[src/hw/rtl/mce_pkg.sv]
// shared types, byte codes and helper functions of the conductor event encoder
// no dependencies
`default_nettype none

package mce_pkg;

    localparam int TICK_W     = 32;
    localparam int VLQ_GROUPS = 5;
    localparam int VLQ_W      = VLQ_GROUPS * 7;
    localparam int BPM_W      = 10;
    localparam int DIV_W      = 26;
    localparam int DIV_STEPS  = DIV_W;

    localparam logic [DIV_W-1:0] USEC_PER_MIN = 26'd60000000;
    localparam logic [23:0]      MAX24        = 24'hFFFFFF;

    localparam logic [7:0] META_PREFIX    = 8'hFF;
    localparam logic [7:0] META_TIME_SIG  = 8'h58;
    localparam logic [7:0] TIME_SIG_LEN   = 8'h04;
    localparam logic [7:0] MIDI_CLOCKS    = 8'd24;
    localparam logic [7:0] THIRTYSECONDS  = 8'd8;
    localparam logic [7:0] META_TEMPO     = 8'h51;
    localparam logic [7:0] TEMPO_LEN      = 8'h03;
    localparam logic [7:0] META_EOT       = 8'h2F;
    localparam logic [7:0] ZERO_BYTE      = 8'h00;
    localparam logic [7:0] VLQ_CONT       = 8'h80;
    localparam logic [6:0] VLQ_MASK       = 7'h7F;

    typedef struct packed {
        logic              command;
        logic [TICK_W-1:0] tick;
        logic              has_metre;
        logic [7:0]        numerator;
        logic [7:0]        denominator;
        logic              has_tempo;
        logic [BPM_W-1:0]  tempo_bpm;
    } t_evt;

    typedef struct packed {
        logic [7:0] out_byte;
        logic       last;
    } t_byte;

    // classified item handed from the front to the back
    typedef struct packed {
        logic             is_end;
        logic             has_metre;
        logic             has_tempo;
        logic [VLQ_W-1:0] delta;
        logic [2:0]       vlq_top;
        logic [7:0]       numerator;
        logic [2:0]       den_log2;
        logic [BPM_W-1:0] bpm;
    } t_job;

    typedef struct packed {
        logic             start;
        logic [BPM_W-1:0] bpm;
    } t_div_req;

    typedef struct packed {
        logic        busy;
        logic [23:0] quotient;
    } t_div_stat;

    typedef enum logic [2:0] {
        BK_IDLE,
        BK_END,
        BK_M_DELTA,
        BK_M_BODY,
        BK_T_DELTA,
        BK_T_BODY
    } t_back_state;

    function automatic logic [2:0] floor_log2(input logic [7:0] d);
        logic [2:0] p;
        p = 3'd0;
        for (int i = 1; i < 8; i++) begin
            if (d[i]) begin
                p = 3'(i);
            end
        end
        return p;
    endfunction

    // index of the most significant non-zero 7-bit group, 0 for a zero value
    function automatic logic [2:0] vlq_top_group(input logic [VLQ_W-1:0] v);
        logic [2:0] top;
        top = 3'd0;
        for (int g = 1; g < VLQ_GROUPS; g++) begin
            if (v[g*7 +: 7] != 7'd0) begin
                top = 3'(g);
            end
        end
        return top;
    endfunction

    function automatic logic [6:0] vlq_group(input logic [VLQ_W-1:0] v, input logic [2:0] g);
        logic [6:0] grp;
        grp = 7'd0;
        for (int i = 0; i < VLQ_GROUPS; i++) begin
            if (g == 3'(i)) begin
                grp = v[i*7 +: 7] & VLQ_MASK;
            end
        end
        return grp;
    endfunction

endpackage

`default_nettype wire

[src/hw/rtl/mce_stream_if.sv]
// valid/ready stream channel with a typed payload
// payload types come from mce_pkg
`default_nettype none

interface mce_stream_if #(
    parameter type t_payload = logic
) ();
    logic     valid;
    logic     ready;
    t_payload payload;

    modport source (output valid, output payload, input ready);
    modport sink   (input valid, input payload, output ready);
endinterface

`default_nettype wire

[src/hw/rtl/mce_front.sv]
// front end: accepts event transactions, tracks the tick cursor, classifies into jobs
// depends on mce_pkg, mce_stream_if
`default_nettype none

module mce_front #(
    parameter int TICK_BITS = 32
) (
    input  wire logic          i_clk,
    input  wire logic          i_rst_n,
    mce_stream_if.sink         i_evt,
    output mce_pkg::t_job      o_job,
    output logic               o_push,
    input  wire logic          i_full
);
    import mce_pkg::*;

    logic [TICK_BITS-1:0] r_cursor;
    logic [TICK_BITS-1:0] n_cursor;
    logic [TICK_BITS-1:0] w_tick;
    logic [TICK_BITS-1:0] w_delta;
    logic [VLQ_W-1:0]     w_delta_ext;
    logic                 w_accept;
    t_evt                 w_evt;

    assign w_evt       = i_evt.payload;
    assign i_evt.ready = !i_full;
    assign w_accept    = i_evt.valid && !i_full;
    assign w_tick      = w_evt.tick[TICK_BITS-1:0];
    assign w_delta     = w_tick - r_cursor;
    assign w_delta_ext = VLQ_W'(w_delta);

    always_comb begin
        o_job.is_end    = w_evt.command;
        o_job.has_metre = w_evt.has_metre;
        o_job.has_tempo = w_evt.has_tempo;
        o_job.delta     = w_delta_ext;
        o_job.vlq_top   = vlq_top_group(w_delta_ext);
        o_job.numerator = w_evt.numerator;
        o_job.den_log2  = floor_log2(w_evt.denominator);
        o_job.bpm       = w_evt.tempo_bpm;
    end

    // empty events are taken but leave no job behind
    assign o_push = w_accept && (w_evt.command || w_evt.has_metre || w_evt.has_tempo);

    always_comb begin
        n_cursor = r_cursor;
        if (w_accept) begin
            if (w_evt.command) begin
                n_cursor = '0;
            end else if (w_evt.has_metre || w_evt.has_tempo) begin
                n_cursor = w_tick;
            end
        end
    end

    always_ff @(posedge i_clk) begin
        if (!i_rst_n) begin
            r_cursor <= '0;
        end else begin
            r_cursor <= n_cursor;
        end
    end

endmodule

`default_nettype wire

[src/hw/rtl/mce_queue.sv]
// two-entry job queue between front and back
// depends on mce_pkg
`default_nettype none

module mce_queue (
    input  wire logic          i_clk,
    input  wire logic          i_rst_n,
    input  wire logic          i_push,
    input  mce_pkg::t_job      i_data,
    output logic               o_full,
    input  wire logic          i_pop,
    output mce_pkg::t_job      o_data,
    output logic               o_empty
);
    import mce_pkg::*;

    t_job       r_mem [2];
    logic       r_wr_ptr;
    logic       r_rd_ptr;
    logic [1:0] r_count;

    assign o_full  = (r_count == 2'd2);
    assign o_empty = (r_count == 2'd0);
    assign o_data  = r_mem[r_rd_ptr];

    always_ff @(posedge i_clk) begin
        if (i_push) begin
            r_mem[r_wr_ptr] <= i_data;
        end
    end

    always_ff @(posedge i_clk) begin
        if (!i_rst_n) begin
            r_wr_ptr <= 1'b0;
            r_rd_ptr <= 1'b0;
            r_count  <= 2'd0;
        end else begin
            if (i_push) begin
                r_wr_ptr <= !r_wr_ptr;
            end
            if (i_pop) begin
                r_rd_ptr <= !r_rd_ptr;
            end
            case ({i_push, i_pop})
                2'b10:   r_count <= r_count + 2'd1;
                2'b01:   r_count <= r_count - 2'd1;
                default: r_count <= r_count;
            endcase
        end
    end

endmodule

`default_nettype wire

[src/hw/rtl/mce_divider.sv]
// restoring divider for the tempo value, one quotient bit per cycle
// depends on mce_pkg
`default_nettype none

module mce_divider (
    input  wire logic           i_clk,
    input  wire logic           i_rst_n,
    input  mce_pkg::t_div_req   i_req,
    output mce_pkg::t_div_stat  o_stat
);
    import mce_pkg::*;

    localparam int CNT_W = $clog2(DIV_STEPS);

    logic [DIV_W-1:0] r_dvd;
    logic [BPM_W-1:0] r_rem;
    logic [BPM_W-1:0] r_bpm;
    logic [CNT_W-1:0] r_cnt;
    logic             r_busy;
    logic [BPM_W:0]   w_rem_sh;
    logic             w_ge;
    logic [BPM_W:0]   w_rem_sub;

    assign w_rem_sh  = {r_rem, r_dvd[DIV_W-1]};
    assign w_ge      = (w_rem_sh >= {1'b0, r_bpm});
    assign w_rem_sub = w_rem_sh - {1'b0, r_bpm};

    // dividend bits shift out at the top while quotient bits shift in below;
    // a zero divisor gives all ones, which saturates like a slow tempo
    always_ff @(posedge i_clk) begin
        if (i_req.start) begin
            r_dvd <= USEC_PER_MIN + DIV_W'(i_req.bpm >> 1);
            r_rem <= '0;
            r_bpm <= i_req.bpm;
        end else if (r_busy) begin
            r_dvd <= {r_dvd[DIV_W-2:0], w_ge};
            r_rem <= w_ge ? w_rem_sub[BPM_W-1:0] : w_rem_sh[BPM_W-1:0];
        end
    end

    always_ff @(posedge i_clk) begin
        if (!i_rst_n) begin
            r_busy <= 1'b0;
            r_cnt  <= '0;
        end else if (i_req.start) begin
            r_busy <= 1'b1;
            r_cnt  <= '0;
        end else if (r_busy) begin
            r_cnt <= r_cnt + 1'b1;
            if (r_cnt == CNT_W'(DIV_STEPS - 1)) begin
                r_busy <= 1'b0;
            end
        end
    end

    assign o_stat.busy     = r_busy;
    assign o_stat.quotient = (r_dvd > DIV_W'(MAX24)) ? MAX24 : r_dvd[23:0];

endmodule

`default_nettype wire

[src/hw/rtl/mce_back.sv]
// back end: byte sequencer that turns jobs into track bytes through an output register
// depends on mce_pkg, mce_stream_if
`default_nettype none

module mce_back (
    input  wire logic           i_clk,
    input  wire logic           i_rst_n,
    input  mce_pkg::t_job       i_job,
    input  wire logic           i_empty,
    output logic                o_pop,
    output mce_pkg::t_div_req   o_div_req,
    input  mce_pkg::t_div_stat  i_div_stat,
    mce_stream_if.source        o_byte
);
    import mce_pkg::*;

    t_back_state r_state;
    t_back_state n_state;
    logic [2:0]  r_idx;
    logic [2:0]  n_idx;
    t_job        r_job;
    logic        r_out_valid;
    t_byte       r_out;

    logic        w_emit;
    logic        w_fire;
    logic [7:0]  w_byte;
    logic        w_last;
    logic        w_slot;

    assign w_slot = !r_out_valid || o_byte.ready;
    assign w_fire = w_emit && w_slot;

    // next state
    always_comb begin
        n_state = r_state;
        n_idx   = r_idx;
        unique case (r_state)
            BK_IDLE: begin
                if (!i_empty) begin
                    n_idx = 3'd0;
                    if (i_job.is_end) begin
                        n_state = BK_END;
                    end else if (i_job.has_metre) begin
                        n_state = BK_M_DELTA;
                        n_idx   = i_job.vlq_top;
                    end else begin
                        n_state = BK_T_DELTA;
                        n_idx   = i_job.vlq_top;
                    end
                end
            end
            BK_END: begin
                if (w_fire) begin
                    n_idx = r_idx + 3'd1;
                    if (r_idx == 3'd3) begin
                        n_state = BK_IDLE;
                    end
                end
            end
            BK_M_DELTA: begin
                if (w_fire) begin
                    n_idx = r_idx - 3'd1;
                    if (r_idx == 3'd0) begin
                        n_state = BK_M_BODY;
                        n_idx   = 3'd0;
                    end
                end
            end
            BK_M_BODY: begin
                if (w_fire) begin
                    n_idx = r_idx + 3'd1;
                    if (r_idx == 3'd6) begin
                        // tempo right after a metre has a zero delta
                        n_state = r_job.has_tempo ? BK_T_DELTA : BK_IDLE;
                        n_idx   = 3'd0;
                    end
                end
            end
            BK_T_DELTA: begin
                if (w_fire) begin
                    n_idx = r_idx - 3'd1;
                    if (r_idx == 3'd0) begin
                        n_state = BK_T_BODY;
                        n_idx   = 3'd0;
                    end
                end
            end
            BK_T_BODY: begin
                if (w_fire) begin
                    n_idx = r_idx + 3'd1;
                    if (r_idx == 3'd5) begin
                        n_state = BK_IDLE;
                    end
                end
            end
            default: begin
                n_state = BK_IDLE;
                n_idx   = 3'd0;
            end
        endcase
    end

    // outputs
    always_comb begin
        w_emit          = 1'b0;
        w_byte          = ZERO_BYTE;
        w_last          = 1'b0;
        o_pop           = 1'b0;
        o_div_req.start = 1'b0;
        o_div_req.bpm   = i_job.bpm;
        unique case (r_state)
            BK_IDLE: begin
                o_pop           = !i_empty;
                o_div_req.start = !i_empty && !i_job.is_end && i_job.has_tempo;
            end
            BK_END: begin
                w_emit = 1'b1;
                w_last = (r_idx == 3'd3);
                case (r_idx)
                    3'd1:    w_byte = META_PREFIX;
                    3'd2:    w_byte = META_EOT;
                    default: w_byte = ZERO_BYTE;
                endcase
            end
            BK_M_DELTA: begin
                w_emit = 1'b1;
                w_byte = {(r_idx != 3'd0), vlq_group(r_job.delta, r_idx)};
            end
            BK_M_BODY: begin
                w_emit = 1'b1;
                w_last = (r_idx == 3'd6) && !r_job.has_tempo;
                case (r_idx)
                    3'd0:    w_byte = META_PREFIX;
                    3'd1:    w_byte = META_TIME_SIG;
                    3'd2:    w_byte = TIME_SIG_LEN;
                    3'd3:    w_byte = r_job.numerator;
                    3'd4:    w_byte = {5'd0, r_job.den_log2};
                    3'd5:    w_byte = MIDI_CLOCKS;
                    default: w_byte = THIRTYSECONDS;
                endcase
            end
            BK_T_DELTA: begin
                w_emit = 1'b1;
                if (r_job.has_metre) begin
                    w_byte = ZERO_BYTE;
                end else begin
                    w_byte = {(r_idx != 3'd0), vlq_group(r_job.delta, r_idx)};
                end
            end
            BK_T_BODY: begin
                // hold the tempo value bytes until the divider is through
                w_emit = (r_idx < 3'd3) || !i_div_stat.busy;
                w_last = (r_idx == 3'd5);
                case (r_idx)
                    3'd0:    w_byte = META_PREFIX;
                    3'd1:    w_byte = META_TEMPO;
                    3'd2:    w_byte = TEMPO_LEN;
                    3'd3:    w_byte = i_div_stat.quotient[23:16];
                    3'd4:    w_byte = i_div_stat.quotient[15:8];
                    default: w_byte = i_div_stat.quotient[7:0];
                endcase
            end
            default: begin
                w_emit = 1'b0;
            end
        endcase
    end

    always_ff @(posedge i_clk) begin
        if (!i_rst_n) begin
            r_state     <= BK_IDLE;
            r_idx       <= 3'd0;
            r_out_valid <= 1'b0;
        end else begin
            r_state <= n_state;
            r_idx   <= n_idx;
            if (w_fire) begin
                r_out_valid <= 1'b1;
            end else if (o_byte.ready) begin
                r_out_valid <= 1'b0;
            end
        end
    end

    always_ff @(posedge i_clk) begin
        if (o_pop) begin
            r_job <= i_job;
        end
        if (w_fire) begin
            r_out.out_byte <= w_byte;
            r_out.last     <= w_last;
        end
    end

    assign o_byte.valid   = r_out_valid;
    assign o_byte.payload = r_out;

endmodule

`default_nettype wire

[src/hw/rtl/midi_conductor_event_encoder.sv]
// Conductor track event encoder: tempo and time signature events in, track bytes out.
// i_evt carries one event or end command per transaction; o_byte carries one track
// body byte per transaction, with last set on the final byte of that event.
// A time signature gives its delta as a 1..5 byte VLQ and then FF 58 04 nn dd 18 08;
// a tempo gives its delta (00 after a metre at the same event) and FF 51 03 tt tt tt.
// An end command gives 00 FF 2F 00 and returns the tick cursor to zero.
// An event's first byte passes the job queue, sequencer state and output register.
// Throughput: one byte per cycle while o_byte is ready, save for the dequeue and
// divider waits; each item is dequeued in the idle state, then gives its bytes (4 for
// an end, 8..12 for a metre). A tempo value waits on the bit-serial divider, started
// at dequeue. A two-entry job queue lets i_evt keep taking events while the byte
// sequencer runs; events with no metre and no tempo are taken and give nothing.
// Reset clears the cursor, the queue, the divider and the sequencer.
// When o_byte stalls the output register holds; the sequencer waits, then the
// queue fills and i_evt.ready drops.
// depends on mce_pkg, mce_stream_if, mce_front, mce_queue, mce_divider, mce_back
`default_nettype none

module midi_conductor_event_encoder #(
    parameter int TICK_BITS = 32
) (
    input  wire logic   i_clk,
    input  wire logic   i_rst_n,
    mce_stream_if.sink   i_evt,
    mce_stream_if.source o_byte
);
    import mce_pkg::*;

    t_job      w_push_job;
    t_job      w_head_job;
    logic      w_push;
    logic      w_full;
    logic      w_pop;
    logic      w_empty;
    t_div_req  w_div_req;
    t_div_stat w_div_stat;

    mce_front #(
        .TICK_BITS (TICK_BITS)
    ) u_front (
        .i_clk   (i_clk),
        .i_rst_n (i_rst_n),
        .i_evt   (i_evt),
        .o_job   (w_push_job),
        .o_push  (w_push),
        .i_full  (w_full)
    );

    mce_queue u_queue (
        .i_clk   (i_clk),
        .i_rst_n (i_rst_n),
        .i_push  (w_push),
        .i_data  (w_push_job),
        .o_full  (w_full),
        .i_pop   (w_pop),
        .o_data  (w_head_job),
        .o_empty (w_empty)
    );

    mce_divider u_divider (
        .i_clk   (i_clk),
        .i_rst_n (i_rst_n),
        .i_req   (w_div_req),
        .o_stat  (w_div_stat)
    );

    mce_back u_back (
        .i_clk      (i_clk),
        .i_rst_n    (i_rst_n),
        .i_job      (w_head_job),
        .i_empty    (w_empty),
        .o_pop      (w_pop),
        .o_div_req  (w_div_req),
        .i_div_stat (w_div_stat),
        .o_byte     (o_byte)
    );

`ifndef SYNTHESIS
    a_no_push_full: assert property (@(posedge i_clk) disable iff (!i_rst_n)
        w_push |-> !w_full)
        else $error("job pushed into a full queue");

    a_no_pop_empty: assert property (@(posedge i_clk) disable iff (!i_rst_n)
        w_pop |-> !w_empty)
        else $error("job popped from an empty queue");

    a_div_idle_start: assert property (@(posedge i_clk) disable iff (!i_rst_n)
        w_div_req.start |-> !w_div_stat.busy)
        else $error("divider restarted while busy");

    a_div_runs: assert property (@(posedge i_clk) disable iff (!i_rst_n)
        w_div_req.start |=> w_div_stat.busy)
        else $error("divider did not start");
`endif

endmodule

`default_nettype wire

[src/flat_wrapper.sv]
// flat-port wrapper written by rule: the top's interface ports become plain ports
module midi_conductor_event_encoder_flat import mce_pkg::*;
#(
    parameter int TICK_BITS = 32
)
  (i_clk, i_rst_n, i_evt_valid, i_evt_payload, i_evt_ready, o_byte_valid, o_byte_payload, o_byte_ready);
  mce_stream_if #(.t_payload(t_evt)) i_evt_i ();
  mce_stream_if #(.t_payload(t_byte)) o_byte_i ();
  input  wire logic i_clk;
  input  wire logic i_rst_n;
  input wire logic [$bits(i_evt_i.valid)-1:0] i_evt_valid;
  input wire logic [$bits(i_evt_i.payload)-1:0] i_evt_payload;
  output wire logic [$bits(i_evt_i.ready)-1:0] i_evt_ready;
  output wire logic [$bits(o_byte_i.valid)-1:0] o_byte_valid;
  output wire logic [$bits(o_byte_i.payload)-1:0] o_byte_payload;
  input wire logic [$bits(o_byte_i.ready)-1:0] o_byte_ready;
  assign i_evt_i.valid = i_evt_valid;
  assign i_evt_i.payload = i_evt_payload;
  assign i_evt_ready = i_evt_i.ready;
  assign o_byte_valid = o_byte_i.valid;
  assign o_byte_payload = o_byte_i.payload;
  assign o_byte_i.ready = o_byte_ready;
  midi_conductor_event_encoder #(.TICK_BITS(TICK_BITS)) u_core (.i_clk(i_clk), .i_rst_n(i_rst_n), .i_evt(i_evt_i), .o_byte(o_byte_i));
endmodule
[config.mk]
export PLATFORM = sky130hd
export DESIGN_NAME = midi_conductor_event_encoder_flat
export DESIGN_NICKNAME = d
export VERILOG_FILES = /design/src/hw/rtl/mce_pkg.sv /design/src/hw/rtl/mce_stream_if.sv /design/src/hw/rtl/mce_front.sv /design/src/hw/rtl/mce_queue.sv /design/src/hw/rtl/mce_divider.sv /design/src/hw/rtl/mce_back.sv /design/src/hw/rtl/midi_conductor_event_encoder.sv /design/src/flat_wrapper.sv
export SDC_FILE = /design/constraint.sdc
export NUM_CORES = 1
export LEC_CHECK = 0
export BUFFER_PORTS_ARGS = -buffer_cell sky130_fd_sc_hd__buf_2
export CAP_MARGIN = 15
export CORE_MARGIN = 2
export CORE_UTILIZATION = 50
export CTS_BUF_LIST = sky130_fd_sc_hd__clkbuf_16
export DETAILED_ROUTE_END_ITERATION = 8
export GPL_ROUTABILITY_DRIVEN = 0
export GPL_TIMING_DRIVEN = 0
export PLACE_DENSITY = 0.68
export SLEW_MARGIN = 10
export SYNTH_ARGS = -nofsm -noshare
export SYNTH_HDL_FRONTEND = slang
export SYNTH_HIERARCHICAL = 1
export SYNTH_SLANG_ARGS = --single-unit
[constraint.sdc]
create_clock -name i_clk -period 6.55 [get_ports i_clk]
set_clock_uncertainty 0.15 [all_clocks]
set_input_delay 0.655 -clock i_clk [delete_from_list [all_inputs] [get_ports i_clk]]
set_output_delay 0.655 -clock i_clk [all_outputs]
set_load 0.01 [all_outputs]
# Word level (Yosys, flattened, before mapping)
# Memories as Yosys holds them, arrays and structs flattened. A register that Yosys moved wholly into a read port is not among the register bits.
# Index checks and enable logic that the tools add are counted.
[word_totals]
input_bits = 65
elab_cells = 162
mem_bits_rw = 118
out_inout_bits = 11
n_memories = 1
register_bits = 152
[op_classes]
n_reduce_logical = 38
add_sub_neg = 8
order_cmp = 3
n_eq_ne = 28
n_bitwise = 1
n_mux = 64
[mem_list]
columns = ["memory", "words", "width", "read_ports", "rd_clocked_by_memory_dff", "wr", "line_no", "text"]
rows = [
  ["u_core.u_queue.r_mem", 2, 59, 1, 1, 1, "mce_queue.sv:17", "t_job r_mem [2];"],
]
[ops]
columns = ["op", "n"]
rows = [
  ["2-to-1 mux 3 bit", 30],
  ["one-hot mux 8 bit (5 select lines)", 2],
  ["2-to-1 mux 32 bit", 2],
  ["2-to-1 mux 26 bit", 2],
  ["one-hot mux 8 bit (6 select lines)", 1],
  ["2-to-1 mux 7 bit", 5],
  ["subtractor 32 bit", 1],
  ["nonzero test 7 bit", 4],
  ["greater-than comparator 26 x 24 -> 1 bit, second input constant", 1],
  ["adder 24 x 10 -> 25 bit, first input constant", 1],
  ["2-to-1 mux 24 bit", 1],
  ["inequality test 2 bit, second input constant", 11],
  ["one-hot mux 3 bit (6 select lines)", 1],
  ["one-hot mux 8 bit (2 select lines)", 1],
  ["equality test 3 bit, second input constant", 5],
  ["2-to-1 mux 1 bit", 13],
  ["equality test 3 x 2 -> 1 bit, second input constant", 4],
  ["one-hot mux 3 bit (4 select lines)", 1],
  ["greater-or-equal comparator 11 x 10 -> 1 bit", 1],
  ["AND reduction 11 bit", 1],
  ["2-to-1 mux 10 bit", 1],
  ["subtractor 10 bit", 1],
  ["logical NOT 1 bit", 8],
  ["2-to-1 mux 8 bit", 1],
  ["25 further kinds", 43],
]

# Longest topological paths before layout
[logic_depth]
depth_word = 8
depth_mapped = 13
mapped_depth_nobuf = 13

# By module
# The synthesis kept the hierarchy.
[modules_own_cells]
columns = ["mod", "instances", "area_each_um2", "cells_per_inst", "seq_area_each_um2"]
rows = [
  ["mce_queue", 1, 4673.2, 215, 3823.7],
  ["mce_front", 1, 3574.7, 477, 640.6],
  ["mce_back", 1, 3300.7, 295, 1851.8],
  ["mce_divider", 1, 2788.9, 254, 1401.3],
]

# Least setup slack after synthesis
# Ideal clock, no wire load.
[synth_timing]
path_type = "register to register"
from = "register u_core.u_back.r_state[2]"
to = "register u_core.u_queue.r_count[1]"
path_buffers = 0
arrival_ns = 6.654
stages_incl_launch_ff = 5
setup_time_ns = 0.070
synth_period_minus_slack_ns = 6.874
setup_slack_ns = -0.324
t_required_ns = 6.330
path_cell_list = "dfxtp_1 -> nor4_1 -> ha_1 -> or3_1 -> a21boi_1"
[synth_between]
elab_chain_len = 4
elab_cells_between_ends = 6
cone_classes = "eq/ne: 2; mux: 2; reduce/logical: 2"
[synth_lines]
columns = ["element", "line_no", "text"]
rows = [
  ["start: declaration", "mce_back.sv:17", "t_back_state r_state;"],
  ["start signal: assignment", "mce_back.sv:176", "r_state <= n_state;"],
  ["logical NOT 3 bit (*)", "mce_back.sv:112", "unique case (r_state)"],
  ["2-to-1 mux 1 bit (*)", "mce_back.sv:112", ""],
  ["net u_core.w_pop", "midi_conductor_event_encoder.sv:33", "logic w_pop;"],
  ["equality test 2 x 1 -> 1 bit or equality test 2 bit (tied branches)", "mce_queue.sv:44", "case ({i_push, i_pop})"],
  ["one-hot mux 2 bit (2 select lines) or nonzero test 2 bit (tied branches)", "n/a", ""],
  ["end signal: assignment", "mce_queue.sv:45", "2'b10: r_count <= r_count + 2'd1;"],
  ["end signal: assignment", "mce_queue.sv:46", "2'b01: r_count <= r_count - 2'd1;"],
  ["end signal: assignment", "mce_queue.sv:47", "default: r_count <= r_count;"],
  ["end: declaration", "mce_queue.sv:20", "logic [1:0] r_count;"],
]
# Mark *: on every way through the listed nets, which the timed path passes. The rest lies on a longest branch.
# A chain may end at the register's enable or synchronous reset.

==> results.yml <==
outcome:
  status: "complete, no violations"
cells_and_area:
  diodes: 0
  drive_gt1_frac: 0.203
  area_growth_pct: 13.3
  final_cell_mix: "217 x edfxtp_1, 86 x nand2_1, 81 x inv_1"
  utilization: 0.580
  mostFrequentLayoutCell: "edfxtp_1"
  nets: 1454
sta:
  period_minus_slack_ns: 4.33
  rsz0062_at_grt: "no"
  tightest_slew_ns: 1.04
  setup_ws_ns: 2.22
  timing.final.hold_violations: 0
  fin_crit_sh: 0.661
  maxSlewViolCount: 0
  setup_violations: 0
  fmax_mhz: 231
  relSlewSlack: 0.308
critical_path:
  r2r_end: "u_core/u_divider/r_dvd[23]"
  cp-end-kind: "flop"
  critPathArrivalTime_ns: 4.34
  crit_end: "u_core/u_divider/r_dvd[23]"
  rrSetupSlack_ns: 2.22
  startpoint_type: "flop"
  crit_path_top_delay_cell: "inv_1"
  crit_chain: "buf_2, buf_2, mux2_2, nor3_1, and3b_1, clkbuf_1, nor2_1, inv_1"
  crit_path_max_incr_delay_ns: 0.80
  path_max_fanout: 26
  critPathKind: "flop to flop"
  cpMostUsedCell: "buf_2"
  reg2reg_depth: 8
  cp_data_required_time_ns: 6.56
synthesis:
  synth_edf_count: 217
  synth-seq-cells: 277
  ys_warn_count: 6
  synthesis.area_um2: 14300
  yosysUniqueCellTypes: 96
  synth_top_flop_cell: "edfxtp_1"
  avgSynthCellArea_um2: 11.6
  synth-seq-area-share: 0.538
  syn_inst: 1241
  async_reset_ff_frac: 0
clocking:
  clkTransAtPathRegs_ns: 0.06
  cts_tree: "yes"
  numCtsBuffers: 30
  cts_setup_buffers: 0
  cts-root-buf: "clkbuf_16"
  postCtsResizedCells: 0
  clock_sinks: 277
  cts_buffer_depth: 3
  htree_levels: 1
  worst_skew_pair.late_latency_ns: 0.54
  hold_buffers: 0
floorplanning:
  die_y_um: 173
  die_w_um: 173
  io_pins: 76
  start_util: 0.512
  dieArea_um2: 30000
  rows: 61
  core_area_um2: 28000
global_routing:
  track_usage: 0.198
  antenna_found_initial: 0
  grt_pass1_vias: 9533
  grt_max_degree: 51
  grt_pass1_wl_mm: 48.4
  overflow: 0
power:
  ir_worst_vdd_v: 0.000213
  power.density_nw_per_um2: 387
  p_leak_nw: 5.83
place:
  hpwlAfterDp_mm: 21.7
  preCtsSetupSlack_ns: 1.93
  io_buffers: 56
route:
  vias: 9621
  via_per_inst: 5.54
  routed_wl_mm: 30.0
  wire_per_inst_um: 17.2
  final_antenna_net_count: 0
  drtPass1Iterations: 8
  drt_iter0_drc: 569
  drc: 0
flow_run:
  timing.max_cap.violations: 0
hold_path:
  worstHoldPathType: "primary input to flop"
  min_delay_path_depth: 1
[flip-flops by register name, indices dropped and copies added (netlist names), 2 cells and up, named ones only]
signal / cells
u_core/u_queue/r_count: 2
u_core/u_divider/r_bpm: 10
u_core/u_queue/r_mem: 124
u_core/u_divider/r_rem: 10
u_core/u_back/r_state: 3
u_core/u_divider/r_cnt: 5
u_core/u_divider/r_dvd: 26
u_core/u_front/r_cursor: 32
u_core/u_back/r_idx: 3
u_core/u_back/r_job: 48
u_core/u_back/o_byte.payload: 9
[worst min path at each step]
| stage | slack (ns) | endpoint | startpoint |
|---|---|---|---|
| floorplan | 0.29 | u_core/u_front/r_cursor[2] | u_core/u_front/r_cursor[2] |
| detailed placement | 0.31 | u_core/u_front/r_cursor[26] | u_core/u_front/r_cursor[26] |
| finish | 0.15 | u_core/u_queue/r_mem[1][14] | i_evt_payload[20] |
| global placement | 0.30 | u_core/u_front/r_cursor[19] | u_core/u_front/r_cursor[19] |
| CTS | 0.13 | u_core/u_queue/r_mem[0][14] | i_evt_payload[20] |
| global route | 0.13 | u_core/u_queue/r_mem[0][9] | i_evt_payload[9] |
[worst max-delay path: cells and delay by family, from the launching register on]
| family | cells | cell delay, ns |
|---|---|---|
| AND/OR/NAND/NOR | 3 | 1.29 |
| flip-flops | 1 | 0.30 |
| multiplexers | 1 | 0.41 |
| buffers and inverters | 4 | 1.78 |
[layer usage]
| metal | vias up | track usage | wire, um |
|---|---|---|---|
| met4 | 0 | 0.0565 | 677 |
| met2 | 212 | 0.350 | 15000 |
| met1 | 4615 | 0.253 | 13200 |
| met5 | - | 0 | 0 |
| li1 | 4743 | - | - |
| met3 | 51 | 0.0274 | 1150 |
[cell usage after synthesis (31+ instances only)]
master      n  area [um^2]
inv_1      72          270
nand2_1    86          323
clkbuf_1   31          116
dfxtp_1    60         1200
buf_4      38          285
o21ai_0    39          195
edfxtp_1  217         6520
a21boi_0   35          263
nor2_1     70          263
ha_1       50          626
a21oi_1    64          320
mux2_2     71          800
nand3b_1   34          255
[area by class of cell]
class                           instances  area [um^2]
Buffer                                 96          583
Clock buffer                           31          776
Clock inverter                         24          238
Fill cell                            2371        11800
Inverter                               73          274
Multi-Input combinational cell        797         5800
Sequential cell                       277         7720
Tap cell                              378          473
Timing Repair Buffer                   62          382
[power breakdown]
part	total (mW)	leakage, nW	internal [mW]	switching [mW]
Clock	1.70	0.521	1.05	0.654
Sequential	2.57	2.50	2.41	0.159
Combinational	2.02	2.81	0.810	1.21
Total	6.29	5.83	4.27	2.02
[metrics by stage]
stage	total power, mW	hold WS (ns)	instance area (um^2)	TNS, ns	cells
final	6.29	0.145	16200	0	1738
after global routing	6.63	0.131	16200	0	1738
after CTS	6.33	0.126	16200	0	1738
after detailed placement	4.60	0.306	15200	0	1683
after global placement	4.55	0.298	15100	-52.39	1677
after floorplan	4.04	0.291	14400	0	1243
[cell families (layout without fill, tap and decap cells)]
family                     count (synthesis)  count (layout)  share of synthesized area
adders and majority gates                 52              52                     0.0464
muxes                                     74              74                     0.0579
xor gates and xnor gates                  42              42                     0.0257
other                                      1               3                   0.000262
DFF                                      277             277                      0.538
buffers and inverters                    169             286                     0.0598
and+or+nand+nor                          340             340                      0.126
AOI/OAI and AO/OA                        286             286                      0.146
Note: power is estimated with default switching activity, not from simulation.
